`src/qte_pkg.sv`:
```
// Shared constants, tables and types for the quaternion to Euler angle converter.
package qte_pkg;

  localparam int QUAT_FRAC_BITS  = 14;
  localparam int ANGLE_FRAC_BITS = 13;
  localparam int CORDIC_STAGES   = 16;

  localparam int QW     = 16;                          // input component width
  localparam int PW     = 2 * QW;                      // product width
  localparam int NUM_W  = PW + 2;                      // matrix numerator width
  localparam int NQ_W   = PW + 1;                      // norm squared width
  localparam int QB     = QUAT_FRAC_BITS + 1;          // quotient bits
  localparam int DIV_W  = NUM_W - 1 + QUAT_FRAC_BITS + 1;
  localparam int MW     = QUAT_FRAC_BITS + 2;          // matrix entry width
  localparam int SQ_W   = 2 * QUAT_FRAC_BITS + 1;
  localparam int SUM_W  = SQ_W + 1;
  localparam int CY_W   = QUAT_FRAC_BITS + 1;

  localparam int CIN_W  = MW + 1;                      // CORDIC operand width
  localparam int PRESCL = 16;
  localparam int CX_W   = CIN_W + PRESCL + 3;
  localparam int ANG_W  = 35;
  localparam int AO_W   = 16;
  localparam int RND_SH = 30 - ANGLE_FRAC_BITS;
  localparam int RS_W   = ANG_W + 1 - RND_SH;

  localparam logic signed [ANG_W-1:0] PI_Q30      = 35'sd3373259426;
  localparam logic signed [ANG_W-1:0] HALF_PI_Q30 = 35'sd1686629713;
  localparam longint PI_OUT_L = (64'sd3373259426 + (64'sd1 <<< (RND_SH - 1))) >>> RND_SH;
  localparam logic signed [RS_W-1:0] PI_OUT = RS_W'(PI_OUT_L);

  localparam logic [29:0] ATAN_TAB [32] = '{
    30'd843314857, 30'd497837829, 30'd263043837, 30'd133525159, 30'd67021687,
    30'd33543516, 30'd16775851, 30'd8388437, 30'd4194283, 30'd2097149, 30'd1048576,
    30'd524288, 30'd262144, 30'd131072, 30'd65536, 30'd32768, 30'd16384, 30'd8192,
    30'd4096, 30'd2048, 30'd1024, 30'd512, 30'd256, 30'd128, 30'd64, 30'd32, 30'd16,
    30'd8, 30'd4, 30'd2, 30'd1, 30'd0
  };

  localparam int LAT_MAT    = 3 + QB + 1;
  localparam int LAT_SQRT   = 2 + CY_W;
  localparam int LAT_CORDIC = CORDIC_STAGES + 2;
  localparam int LAT_TOTAL  = LAT_MAT + LAT_SQRT + 1 + LAT_CORDIC;

  typedef struct packed {
    logic signed [MW-1:0] m00;
    logic signed [MW-1:0] m01;
    logic signed [MW-1:0] m02;
    logic signed [MW-1:0] m11;
    logic signed [MW-1:0] m20;
    logic signed [MW-1:0] m21;
    logic signed [MW-1:0] m22;
  } mat_t;

endpackage

```
`src/qte_cordic.sv`:
```
// Pipelined vectoring CORDIC atan2, output negated and rounded to the angle format.
module qte_cordic (
  input  logic                            clk,
  input  logic                            en,
  input  logic signed [qte_pkg::CIN_W-1:0] y_i,
  input  logic signed [qte_pkg::CIN_W-1:0] x_i,
  output logic signed [qte_pkg::AO_W-1:0]  ang_o
);

  localparam int NS = qte_pkg::CORDIC_STAGES + 1;

  logic signed [qte_pkg::CX_W-1:0]  x_r [NS];
  logic signed [qte_pkg::CX_W-1:0]  y_r [NS];
  logic signed [qte_pkg::ANG_W-1:0] a_r [NS];
  logic                             sp_r [NS];

  logic signed [qte_pkg::CX_W-1:0]  xs, ys, x0, y0;
  logic signed [qte_pkg::ANG_W-1:0] a0;
  logic                             sp0;

  always_comb begin
    xs  = qte_pkg::CX_W'(x_i) <<< qte_pkg::PRESCL;
    ys  = qte_pkg::CX_W'(y_i) <<< qte_pkg::PRESCL;
    sp0 = (y_i == '0) || (x_i == '0);
    x0  = xs;
    y0  = ys;
    a0  = '0;
    if (x_i < 0) begin
      if (y_i > 0) begin
        x0 = ys;
        y0 = -xs;
        a0 = qte_pkg::HALF_PI_Q30;
      end else begin
        x0 = -ys;
        y0 = xs;
        a0 = -qte_pkg::HALF_PI_Q30;
      end
    end
    priority if (y_i == '0) begin
      a0 = (x_i < 0) ? qte_pkg::PI_Q30 : '0;
    end else if (x_i == '0) begin
      a0 = (y_i > 0) ? qte_pkg::HALF_PI_Q30 : -qte_pkg::HALF_PI_Q30;
    end else begin
      a0 = a0;
    end
  end

  always_ff @(posedge clk) begin
    if (en) begin
      x_r[0]  <= x0;
      y_r[0]  <= y0;
      a_r[0]  <= a0;
      sp_r[0] <= sp0;
    end
  end

  for (genvar i = 0; i < qte_pkg::CORDIC_STAGES; i++) begin : g_it
    localparam logic signed [qte_pkg::ANG_W-1:0] AT = qte_pkg::ANG_W'(qte_pkg::ATAN_TAB[i]);
    logic signed [qte_pkg::CX_W-1:0]  dx, dy, x_nxt, y_nxt;
    logic signed [qte_pkg::ANG_W-1:0] a_nxt;
    logic                             pos;
    always_comb begin
      dx  = y_r[i] >>> i;
      dy  = x_r[i] >>> i;
      pos = (y_r[i] > 0);
      if (pos) begin
        x_nxt = x_r[i] + dx;
        y_nxt = y_r[i] - dy;
        a_nxt = a_r[i] + AT;
      end else begin
        x_nxt = x_r[i] - dx;
        y_nxt = y_r[i] + dy;
        a_nxt = a_r[i] - AT;
      end
      if (sp_r[i]) a_nxt = a_r[i];
    end
    always_ff @(posedge clk) begin
      if (en) begin
        x_r[i+1]  <= x_nxt;
        y_r[i+1]  <= y_nxt;
        a_r[i+1]  <= a_nxt;
        sp_r[i+1] <= sp_r[i];
      end
    end
  end

  logic signed [qte_pkg::ANG_W-1:0] ac;
  logic signed [qte_pkg::ANG_W:0]   rs;
  logic signed [qte_pkg::RS_W-1:0]  rq, rn, rc;
  logic signed [qte_pkg::AO_W-1:0]  ang_r;

  always_comb begin
    ac = a_r[NS-1];
    if (ac > qte_pkg::PI_Q30) ac = qte_pkg::PI_Q30;
    if (ac < -qte_pkg::PI_Q30) ac = -qte_pkg::PI_Q30;
    rs = (qte_pkg::ANG_W+1)'(ac) + ((qte_pkg::ANG_W+1)'(1) <<< (qte_pkg::RND_SH - 1));
    rq = qte_pkg::RS_W'(rs >>> qte_pkg::RND_SH);
    rn = -rq;
    rc = rn;
    if (rn > qte_pkg::PI_OUT) rc = qte_pkg::PI_OUT;
    if (rn < -qte_pkg::PI_OUT) rc = -qte_pkg::PI_OUT;
  end

  always_ff @(posedge clk) begin
    if (en) ang_r <= qte_pkg::AO_W'(rc);
  end

  assign ang_o = ang_r;

endmodule

```
`config.mk`:
```
export PLATFORM = sky130hd
export DESIGN_NAME = qte_cordic
export DESIGN_NICKNAME = d
export VERILOG_FILES = /design/src/qte_pkg.sv /design/src/qte_cordic.sv
export SDC_FILE = /design/constraint.sdc
export NUM_CORES = 2
export LEC_CHECK = 0
export BUFFER_PORTS_ARGS = -buffer_cell sky130_fd_sc_hd__buf_2
export CORE_ASPECT_RATIO = 1.75
export CORE_UTILIZATION = 62
export DETAILED_ROUTE_END_ITERATION = 10
export PLACE_DENSITY = 0.78
export SYNTH_ARGS = -nofsm -noshare
export SYNTH_HDL_FRONTEND = slang
export SYNTH_SLANG_ARGS = --single-unit
export TNS_END_PERCENT = 5
```
`constraint.sdc`:
```
create_clock -name clk -period 8.7 [get_ports clk]
set_input_delay 2.175 -clock clk [delete_from_list [all_inputs] [get_ports clk]]
set_output_delay 2.175 -clock clk [all_outputs]
set_load 0.01 [all_outputs]
```
==> impl_metrics.toml <==
[global_routing]
track_usage_pct = 36.97
grt_start_max_net_pins = 199
antenna_found_initial = 26
overflow = 0
grt_pass1_wl_microns = 579900
first_global_vias = 104900

[placed_design]
hpwl_microns = 297500
io_buffers = 51
globalplace.congestion = 1.105

[timing]
setup_violations = 0
worst_pin_slew_ns = 1.422
fmax_mhz = 118.7
slew_violations = 0
min_period_ns = 8.421
skew_ns = 0.03555
hold_viol_final = 0
rsz0062_at_grt = "false"
fin_crit_sh_pct = 96.80
slew_headroom_pct = 3.895
setup_tns_ns = 0

[drt]
drc = 0
viasPerCell = 6.457
dr_total_vias = 103100
ant_nets = 0
drt_iter0_markers = 6367
finalWirelength_microns = 379900
routedWlPerCell_microns = 23.79
firstDrtPassIters = 8

[clock_network]
clkSinkCount = 1539
cts_hold_buffers = 0
cts_buffer_depth = 4
cts_resized = 0
clock_latency_ns = 0.83
cts_inserted_buffers = 159
cts_tree = "yes"
cts.clk_slew.worst_paths_ns = 0.06
post_cts_buffers = 0
cts-root-buf = "clkbuf_16"
h-tree-depth = 4

[worst_setup_path]
cp_cell_sequence = "or4_1, or3_1, or3_1, nor4_1, nand4_1, nor2b_2, buf_4, nand2_1, o21ai_0, fa_1, a21o_1, a21oi_1, o21bai_1, a2111oi_0, o31ai_1, a21oi_1, o21ai_0, a221o_1, a41oi_1, a311oi_1, a21o_1, a21oi_1, xnor2_1"
crit_family = "compound AO/OA/AOI/OAI gates"
critPathRequiredTime_ns = 9.27
startpoint_type = "register"
slowest_delay_ns = 0.76
crit_top_cell = "a21oi_1"
crit_buf_inv = 1
crit_arrival_ns = 8.99
worst_setup_path_end_kind = "register"
critPathKind = "register to register"
cp_max_fo = 31
crit_slowest_cell = "a2111oi_0"

[synthesis]
synth-edff-count = 1539
netlist_instances = 13120
synth_area_leaders = "edfxtp_1, ha_1, xnor2_1, xor2_1, a21oi_1"
ys.flop_type = "edfxtp_1"
syn_area_per_cell_sq_um = 9.532
synth.distinct_cells = 102
yosys.area.top_type = "edfxtp_1"
postSynth.asyncResetShare_pct = 0
syn_nets = 14510
ys_seq_elements = 1539
syn_area_sq_mm = 0.1251
yosysSeqAreaShare_pct = 36.95
synth.top_cell.area_share_pct = 36.95
yosysWarningCount = 0

[floorplanning]
die_w_microns = 341.5
dieArea_sq_mm = 0.2036
start_util_pct = 62.51
io_pins = 52
core_sq_mm = 0.2001
rows = 217
die_height_microns = 596.2

[run_status]
outcome = "completed"

[min_path]
worstHoldPathType = "register to register"

[finish]
drive_gt1_share_pct = 4.455
area_growth_pct = 7.202
nets = 14580
fin_util_pct = 67.01

[job]
timing.max_cap.violations = 0
flip-flops by register name, summed over array words and instances (netlist names):
| name | flops |
|---|---|
| sp_r | 16 |
| ang_o | 16 |
| a_r | 565 |
| x_r | 446 |
| y_r | 496 |
per-stage QoR:
step	setup WS (ns)	cell area [sq um]	hold WS, ns	cells
final	0.2787	134100	0.4145	15970
after global routing	0.06515	134100	0.4205	15950
after CTS	0.5478	134000	0.4125	15940
after detailed placement	0.5707	128800	0.4045	15660
after global placement	0.6524	128800	0.4013	15660
after floorplan	1.220	125100	0.4003	13120
synthesized netlist by cell type, types with 25 or more instances:
cell type  number
nand2_1      1031
edfxtp_1     1539
nand3_1       236
a21o_1        421
o41ai_1        80
a21oi_1      1061
o31ai_1       234
inv_1         452
xnor2_1      1117
o21ai_0      1035
or4_1          79
nor3_1        355
nor2_1       1019
mux2_2         26
o21a_1        220
o21bai_1      191
a41oi_1        26
a2111oi_0      25
and2_1         80
a211o_1        33
or2_2          65
o31a_1         28
nor2b_1       152
mux2i_1        29
a21boi_0       48
nor4_1        118
o211ai_1       39
and3_1         97
or3_1         164
a31o_2         30
nand4_1        67
nand3b_1       28
fa_1           39
ha_1         1313
a211oi_1      101
xor2_1        684
clkbuf_1      228
a31oi_1        98
nand2b_1      198
per-layer routing:
metal | up-vias | track usage, % | wire, microns
met4 | 14 | 40.98 | 49590
met1 | 48630 | 29.22 | 110300
li1 | 48890 | - | -
met5 | - | 0 | 114
met2 | 3632 | 69.91 | 200800
met3 | 1925 | 7.360 | 19050
worst paths after layout:
kind                         start                    end  slack, ns  cells past startpoint
max reg2reg  y_r[0][456]$_DFFE_PP_  y_r[0][502]$_DFFE_PP_       0.28                     23
max          y_r[0][456]$_DFFE_PP_  y_r[0][502]$_DFFE_PP_       0.28                     23
min          a_r[0][502]$_DFFE_PP_  a_r[0][537]$_DFFE_PP_       0.41                      0
min reg2reg  a_r[0][502]$_DFFE_PP_  a_r[0][537]$_DFFE_PP_       0.41                      0
cell usage in the layout, fill, tap and decap left out, types with 95 or more instances in the layout:
cell type	n
nor3_1	355
o21bai_1	190
nor2_1	1016
or3_1	164
o31ai_1	234
xor2_1	684
nand3_1	236
o21a_1	220
a31oi_1	95
clkbuf_16	162
nand2b_1	198
a21o_1	421
nor4_1	104
inv_1	450
o21ai_0	1035
ha_1	1313
buf_4	102
a211oi_1	101
nand2_1	1031
and3_1	97
nor2b_1	151
a21oi_1	1060
xnor2_1	1117
edfxtp_1	1539
worst reg2reg max path, cell delays in order, from the launching register on:
cell	delay, ns
edfxtp_1	0.45
or4_1	0.60
or3_1	0.36
or3_1	0.49
nor4_1	0.38
nand4_1	0.38
nor2b_2	0.33
buf_4	0.29
nand2_1	0.13
o21ai_0	0.15
fa_1	0.46
a21o_1	0.20
a21oi_1	0.23
o21bai_1	0.12
a2111oi_0	0.76
o31ai_1	0.26
a21oi_1	0.50
o21ai_0	0.52
a221o_1	0.52
a41oi_1	0.34
a311oi_1	0.20
a21o_1	0.20
a21oi_1	0.19
xnor2_1	0.09
final cells by class:
type	instances	area, sq um
multi-input combinational	10870	76350
fill	15690	66020
sequential	1539	46210
clock buffer	180	4121
tap	2628	3288
inverter	460	1727
timing repair buffer	165	1255
clock inverter	97	1061
antenna	28	70.07
cell families after synthesis:
group                      Yosys count  synth area share, %
muxes                               56               0.4782
xor gates and xnor gates          1801                12.61
AOI/OAI and AO/OA                 3894                19.63
buffers and inverters              714                2.158
other                                1             0.002998
adders and majority gates         1352                13.76
and+or+nand+nor                   3765                14.41
DFF                               1539                36.95
Power is not shown: default switching activity piles up to over one toggle a cycle in this logic, so the estimate is an artifact.
