## src/qte_pkg.sv

```systemverilog
// Shared constants, tables and types for the quaternion to Euler angle converter.
package qte_pkg;

  localparam int QUAT_FRAC_BITS  = 14;
  localparam int ANGLE_FRAC_BITS = 13;
  localparam int CORDIC_STAGES   = 16;

  localparam int QW     = 16;                          // input component width
  localparam int PW     = 2 * QW;                      // product width
  localparam int NUM_W  = PW + 2;                      // matrix numerator width
  localparam int NQ_W   = PW + 1;                      // norm squared width
  localparam int QB     = QUAT_FRAC_BITS + 1;          // quotient bits
  localparam int DIV_W  = NUM_W - 1 + QUAT_FRAC_BITS + 1;
  localparam int MW     = QUAT_FRAC_BITS + 2;          // matrix entry width
  localparam int SQ_W   = 2 * QUAT_FRAC_BITS + 1;
  localparam int SUM_W  = SQ_W + 1;
  localparam int CY_W   = QUAT_FRAC_BITS + 1;

  localparam int CIN_W  = MW + 1;                      // CORDIC operand width
  localparam int PRESCL = 16;
  localparam int CX_W   = CIN_W + PRESCL + 3;
  localparam int ANG_W  = 35;
  localparam int AO_W   = 16;
  localparam int RND_SH = 30 - ANGLE_FRAC_BITS;
  localparam int RS_W   = ANG_W + 1 - RND_SH;

  localparam logic signed [ANG_W-1:0] PI_Q30      = 35'sd3373259426;
  localparam logic signed [ANG_W-1:0] HALF_PI_Q30 = 35'sd1686629713;
  localparam longint PI_OUT_L = (64'sd3373259426 + (64'sd1 <<< (RND_SH - 1))) >>> RND_SH;
  localparam logic signed [RS_W-1:0] PI_OUT = RS_W'(PI_OUT_L);

  localparam logic [29:0] ATAN_TAB [32] = '{
    30'd843314857, 30'd497837829, 30'd263043837, 30'd133525159, 30'd67021687,
    30'd33543516, 30'd16775851, 30'd8388437, 30'd4194283, 30'd2097149, 30'd1048576,
    30'd524288, 30'd262144, 30'd131072, 30'd65536, 30'd32768, 30'd16384, 30'd8192,
    30'd4096, 30'd2048, 30'd1024, 30'd512, 30'd256, 30'd128, 30'd64, 30'd32, 30'd16,
    30'd8, 30'd4, 30'd2, 30'd1, 30'd0
  };

  localparam int LAT_MAT    = 3 + QB + 1;
  localparam int LAT_SQRT   = 2 + CY_W;
  localparam int LAT_CORDIC = CORDIC_STAGES + 2;
  localparam int LAT_TOTAL  = LAT_MAT + LAT_SQRT + 1 + LAT_CORDIC;

  typedef struct packed {
    logic signed [MW-1:0] m00;
    logic signed [MW-1:0] m01;
    logic signed [MW-1:0] m02;
    logic signed [MW-1:0] m11;
    logic signed [MW-1:0] m20;
    logic signed [MW-1:0] m21;
    logic signed [MW-1:0] m22;
  } mat_t;

endpackage

```

## src/qte_sqrt.sv

```systemverilog
// cy = floor(sqrt(m11^2 + m01^2)), one result bit per pipeline stage.
module qte_sqrt (
  input  logic                          clk,
  input  logic                          en,
  input  logic signed [qte_pkg::MW-1:0] m11_i,
  input  logic signed [qte_pkg::MW-1:0] m01_i,
  output logic [qte_pkg::CY_W-1:0]      cy_o
);

  logic signed [2*qte_pkg::MW-1:0] p11, p01;
  logic [qte_pkg::SQ_W-1:0]        s11_r, s01_r;
  logic [qte_pkg::SUM_W-1:0]       v0_r;

  assign p11 = m11_i * m11_i;
  assign p01 = m01_i * m01_i;

  always_ff @(posedge clk) begin
    if (en) begin
      s11_r <= qte_pkg::SQ_W'(p11);
      s01_r <= qte_pkg::SQ_W'(p01);
      v0_r  <= qte_pkg::SUM_W'(s11_r) + qte_pkg::SUM_W'(s01_r);
    end
  end

  logic [qte_pkg::SUM_W-1:0] v_r [qte_pkg::CY_W];
  logic [qte_pkg::SUM_W-1:0] r_r [qte_pkg::CY_W];

  for (genvar j = 0; j < qte_pkg::CY_W; j++) begin : g_stg
    localparam int K = qte_pkg::CY_W - 1 - j;
    localparam logic [qte_pkg::SUM_W-1:0] BIT = qte_pkg::SUM_W'(1) << (2 * K);
    logic [qte_pkg::SUM_W-1:0] vin, rin, v_nxt, r_nxt;
    logic [qte_pkg::SUM_W:0]   trial;
    logic                      ge;
    if (j == 0) begin : g_first
      assign vin = v0_r;
      assign rin = '0;
    end else begin : g_next
      assign vin = v_r[j-1];
      assign rin = r_r[j-1];
    end
    always_comb begin
      trial = (qte_pkg::SUM_W+1)'(rin) + (qte_pkg::SUM_W+1)'(BIT);
      ge    = ((qte_pkg::SUM_W+1)'(vin) >= trial);
      v_nxt = ge ? (vin - qte_pkg::SUM_W'(trial)) : vin;
      r_nxt = ge ? ((rin >> 1) + BIT) : (rin >> 1);
    end
    always_ff @(posedge clk) begin
      if (en) begin
        v_r[j] <= v_nxt;
        r_r[j] <= r_nxt;
      end
    end
  end

  assign cy_o = r_r[qte_pkg::CY_W-1][qte_pkg::CY_W-1:0];

endmodule

```

## config.mk

```make
export PLATFORM = sky130hd
export DESIGN_NAME = qte_sqrt
export DESIGN_NICKNAME = d
export VERILOG_FILES = /design/src/qte_pkg.sv /design/src/qte_sqrt.sv
export SDC_FILE = /design/constraint.sdc
export NUM_CORES = 2
export LEC_CHECK = 0
export BUFFER_PORTS_ARGS = -buffer_cell sky130_fd_sc_hd__buf_2
export CELL_PAD_IN_SITES_DETAIL_PLACEMENT = 0
export CELL_PAD_IN_SITES_GLOBAL_PLACEMENT = 1
export CORE_MARGIN = 2
export CORE_UTILIZATION = 53
export CTS_CLUSTER_DIAMETER = 80
export DETAILED_ROUTE_END_ITERATION = 7
export PLACE_DENSITY_LB_ADDON = 0.25
export SYNTH_ARGS = -nofsm -noshare
export SYNTH_HDL_FRONTEND = slang
export SYNTH_SLANG_ARGS = --single-unit
```

## constraint.sdc

```tcl
create_clock -name clk -period 9.8 [get_ports clk]
set_input_delay 2.45 -clock clk [delete_from_list [all_inputs] [get_ports clk]]
set_output_delay 2.45 -clock clk [all_outputs]
set_load 0.05 [all_outputs]
```

==> PnR_summary.wiki <==
{| class="wikitable"
! Metric !! Value
|-
| Outcome || complete, no violations
|-
| Leakage Power || between 20 and 25 nW
|-
| Clock latency on the worst-skew pair || 600 ps
|-
| Half-perimeter wire length after placement || 70200 µm
|-
| Detailed Route WL || between 90000 and 100000 µm
|-
| Final ANT Viol Nets || 0
|-
| Clock input transition at the sequential cells of the worst setup and hold paths || approximately 60 ps
|-
| Worst reg-to-reg path cell count || 10
|-
| Cell area after synthesis || 0.0456 mm²
|-
| Slew of the pin with the lowest slew margin || 1220 ps
|-
| Clock tree from TritonCTS || built
|-
| Hold-fix buffers at CTS || 0
|-
| Maximum number of pins on one net before global-route repair || roughly 220
|-
| Deepest clock path buffer count || 3
|-
| Async S/R FF share, synth || 0%
|-
| Antenna violations before repair || 0
|-
| Area growth syn-to-layout || 8.01%
|-
| Setup TNS || 0 ps
|-
| Yosys warning count || 0
|-
| Max Cap Violations || 0
|-
| Final Skew || between 20 and 30 ps
|-
| PostCTS Resize Cnt || 0
|-
| Max frequency || about 0.12 GHz
|-
| Global-route congestion overflow total || 0
|-
| Maximum vdd drop || 0.000787 V
|-
| Via count of the first global-routing pass || between 20000 and 30000
|-
| Number of clock buffers inserted by TritonCTS || 68
|-
| Leading post-synthesis cells by cell area || sky130_fd_sc_hd__edfxtp_1 (41%), sky130_fd_sc_hd__fa_1 (19%), sky130_fd_sc_hd__ha_1 (8.8%), sky130_fd_sc_hd__inv_1 (6.5%), sky130_fd_sc_hd__xnor2_1 (3.1%)
|-
| Fraction of layout cells with a size suffix above 1 || ~5.4%
|-
| Worst setup SP type || input port
|-
| Worst hold-check path type || register to register
|-
| I/O pin count || just under 50
|-
| Count of cell instances traversed by the critical path || 20
|-
| Number of iterations in the first detailed-routing pass || 6
|-
| Number of buffers and inverters on the critical path || 6
|-
| Number of cell rows || ~110
|-
| Post-Synthesis Mean Instance Area || around 11 µm²
|-
| Setup violation total in the final timing report || 0
|-
| RSZ-0062 raised after global routing || no
|-
| Type of element capturing the critical path || register
|-
| Via density || 5.29
|-
| Antenna diode count || 0
|-
| Final core area utilization || 57.8%
|-
| Initial cell density of the core || around 54%
|-
| Highest fanout seen on the critical path || 17
|-
| Total via count after detailed routing || 27800
|-
| Nets@finish || ~4800
|-
| Total power draw || approximately 18 mW
|-
| Horizontal die dimension || 297 µm
|-
| Buffers on Ports || 48
|-
| Number of hold-slack violations in the final timing report || 0
|-
| Weighted congestion at the end of routability-driven global placement || just under 0.9
|-
| Average routed wire per standard cell || around 17 µm
|-
| Hold Slack || between 400 and 500 ps
|-
| Most common cell type on the critical path || sky130_fd_sc_hd__fa_1
|-
| Buffers inserted during post-CTS setup optimization || 0
|-
| Power density normalized to cell area || 373 mW/mm²
|-
| Number of standard cells after synthesis || 4001
|-
| CP max stage delay || 780 ps
|-
| Library cell with the largest summed area after synthesis || sky130_fd_sc_hd__edfxtp_1
|-
| Count of distinct cell types in the synthesized netlist || 80
|-
| EDFF count, synth || between 600 and 700
|-
| Most common cell after layout, fill and taps aside || sky130_fd_sc_hd__inv_1
|-
| CTS Sinks || 626
|-
| Part of the cycle the worst path needs || between 80% and 90%
|-
| Part of the Yosys area used for sequential elements || 41.3%
|-
| Top FF cell, synth || sky130_fd_sc_hd__edfxtp_1
|-
| First-pass GRT wire length || 148000 µm
|-
| Slew Limit Headroom || a little under a fifth
|-
| Top cell family by delay on the critical path || adder cells
|-
| Number of instances on the worst hold path || 0
|-
| Std-Cell Core Area || 0.0851 mm²
|-
| Critical-path cell with the highest stage delay || sky130_fd_sc_hd__fa_1
|-
| Cell Chain, Critical Path || buf_2 > inv_1 > nor2_1 > fa_1 > inv_1 > fa_1 > inv_1 > fa_1 > fa_1 > fa_1 > inv_1 > fa_1 > inv_1 > ha_1 > nand2_1 > nand2b_1 > a2111oi_0 > o31ai_1 > a21oi_1 > xnor2_1
|-
| Critical path arrival || a little under 9000 ps
|-
| Startpoint of the worst-slack reg-to-reg timing path || v_r[1][124]
|-
| Clock tree root driver cell || sky130_fd_sc_hd__clkbuf_16
|-
| Count of state elements after synthesis || 626
|-
| Commonest cells after routing, fill and taps aside || sky130_fd_sc_hd__inv_1 (795), sky130_fd_sc_hd__edfxtp_1 (626), sky130_fd_sc_hd__fa_1 (432), sky130_fd_sc_hd__ha_1 (321), sky130_fd_sc_hd__nand2_1 (269)
|-
| Initial DRC Count || between 1500 and 2000
|-
| Synthesized net count || around 4800
|-
| Final-report max-slew violation count || 0
|-
| Period minus WS final || between 8000 and 9000 ps
|-
| Start point of the worst min-delay path || g_stg[0].vin[2]
|-
| Fraction of post-synthesis cell area in the top cell type by area || roughly two fifths
|-
| Classification of the worst setup path || input port to register
|-
| Die height || just under 300 µm
|-
| Overall global routing resource usage || about a fifth
|-
| Detailed-route DRC error count || 0
|-
| Worst setup path startpoint || m01_i[15]
|-
| Critical path data required time || approximately 10000 ps
|-
| DIE AREA || roughly 0.09 mm²
|-
| Depth of the CTS H-tree || 3
|}
-- sequential cells by signal, indices dropped and copies added (netlist names) --
name / count
g_stg.vin: 30
r_r: 120
s01_r: 28
s11_r: 28
v_r: 420
-- metrics by stage --
step | worst slack (ps) | cells | area (µm²)
final | 1340 | 5246 | 49200
after global routing | 887 | 5246 | 49200
after CTS | 1280 | 5246 | 49200
after detailed placement | 682 | 5131 | 47000
after global placement | 769 | 5131 | 47000
after floorplan | 1290 | 4001 | 45600
-- final cells by class --
cell class	count	area, µm²
Clock buffer	76	1770
Tap cell	1144	1430
Timing Repair Buffer	57	343
Fill cell	7223	35900
Inverter	797	2990
Clock inverter	39	392
Multi-Input combinational cell	2507	23500
Sequential cell	626	18800
-- routing by layer --
layer | track usage, % | vias up | share of wire (%)
met5 | 0 | - | 0
met4 | 6.42 | 0 | 2.9
met3 | 2.61 | 151 | 3.6
met2 | 38.1 | 486 | 52
met1 | 26.1 | 13600 | 41
li1 | - | 13500 | -
-- kinds of logic (layout without fill, tap and decap cells) --
| logic type | count (synthesis) | in the layout | synth area share [%] |
|---|---|---|---|
| AND/OR/NAND/NOR | 951 | 951 | 10.5 |
| adder cells (fa/ha/maj) | 753 | 753 | 27.8 |
| flip-flops | 626 | 626 | 41.3 |
| AO/OA/AOI/OAI | 496 | 496 | 7.11 |
| multiplexers | 39 | 39 | 0.945 |
| buffers and inverters | 868 | 969 | 7.21 |
| XOR/XNOR | 268 | 268 | 5.15 |
-- cells in the mapped netlist, drive strengths merged, types with 4 or more instances --
master / instances
a2111oi: 10
a211oi: 20
a21boi: 11
a21o: 48
a21oi: 134
a311oi: 4
a31o: 6
a31oi: 14
and2: 87
and3: 15
buf: 12
clkbuf: 59
edfxtp: 626
fa: 432
ha: 321
inv: 797
mux2: 32
mux2i: 7
nand2: 269
nand2b: 36
nand3: 35
nand3b: 11
nand4: 27
nand4b: 11
nor2: 218
nor2b: 29
nor3: 73
nor3b: 8
nor4: 49
nor4b: 19
o211ai: 10
o21a: 62
o21ai: 115
o21bai: 10
o31a: 5
o31ai: 17
or2: 16
or3: 26
or4: 14
xnor2: 163
xor2: 105
-- worst paths after layout --
path / slack, ps / endpoint
worst min-delay path: 410 / v_r[0][2]
worst max-delay path: 1340 / s01_r[28]
worst max register to register: 6270 / v_r[1][160]
worst min register to register: 410 / v_r[0][2]
-- worst reg2reg max path, stage by stage, from the launching register on --
cell and delay [ps]:
sky130_fd_sc_hd__edfxtp_1 410, sky130_fd_sc_hd__ha_1 380, sky130_fd_sc_hd__o21a_1 150, sky130_fd_sc_hd__o21a_1 200, sky130_fd_sc_hd__o21ai_1 230, sky130_fd_sc_hd__a211o_1 250
sky130_fd_sc_hd__nand4b_1 180, sky130_fd_sc_hd__a21oi_2 660, sky130_fd_sc_hd__and2_4 320, sky130_fd_sc_hd__inv_2 150, sky130_fd_sc_hd__mux2_2 340
-- where the power goes --
part	leakage (nW)	internal (mW)	total [mW]	switching, mW
Sequential	6.00	4.25	4.60	0.348
Combinational	14.3	4.96	11.3	6.33
Clock	1.05	1.46	2.48	1.02
Total	21.4	10.7	18.4	7.70
Note: power is estimated with default switching activity, not from simulation.
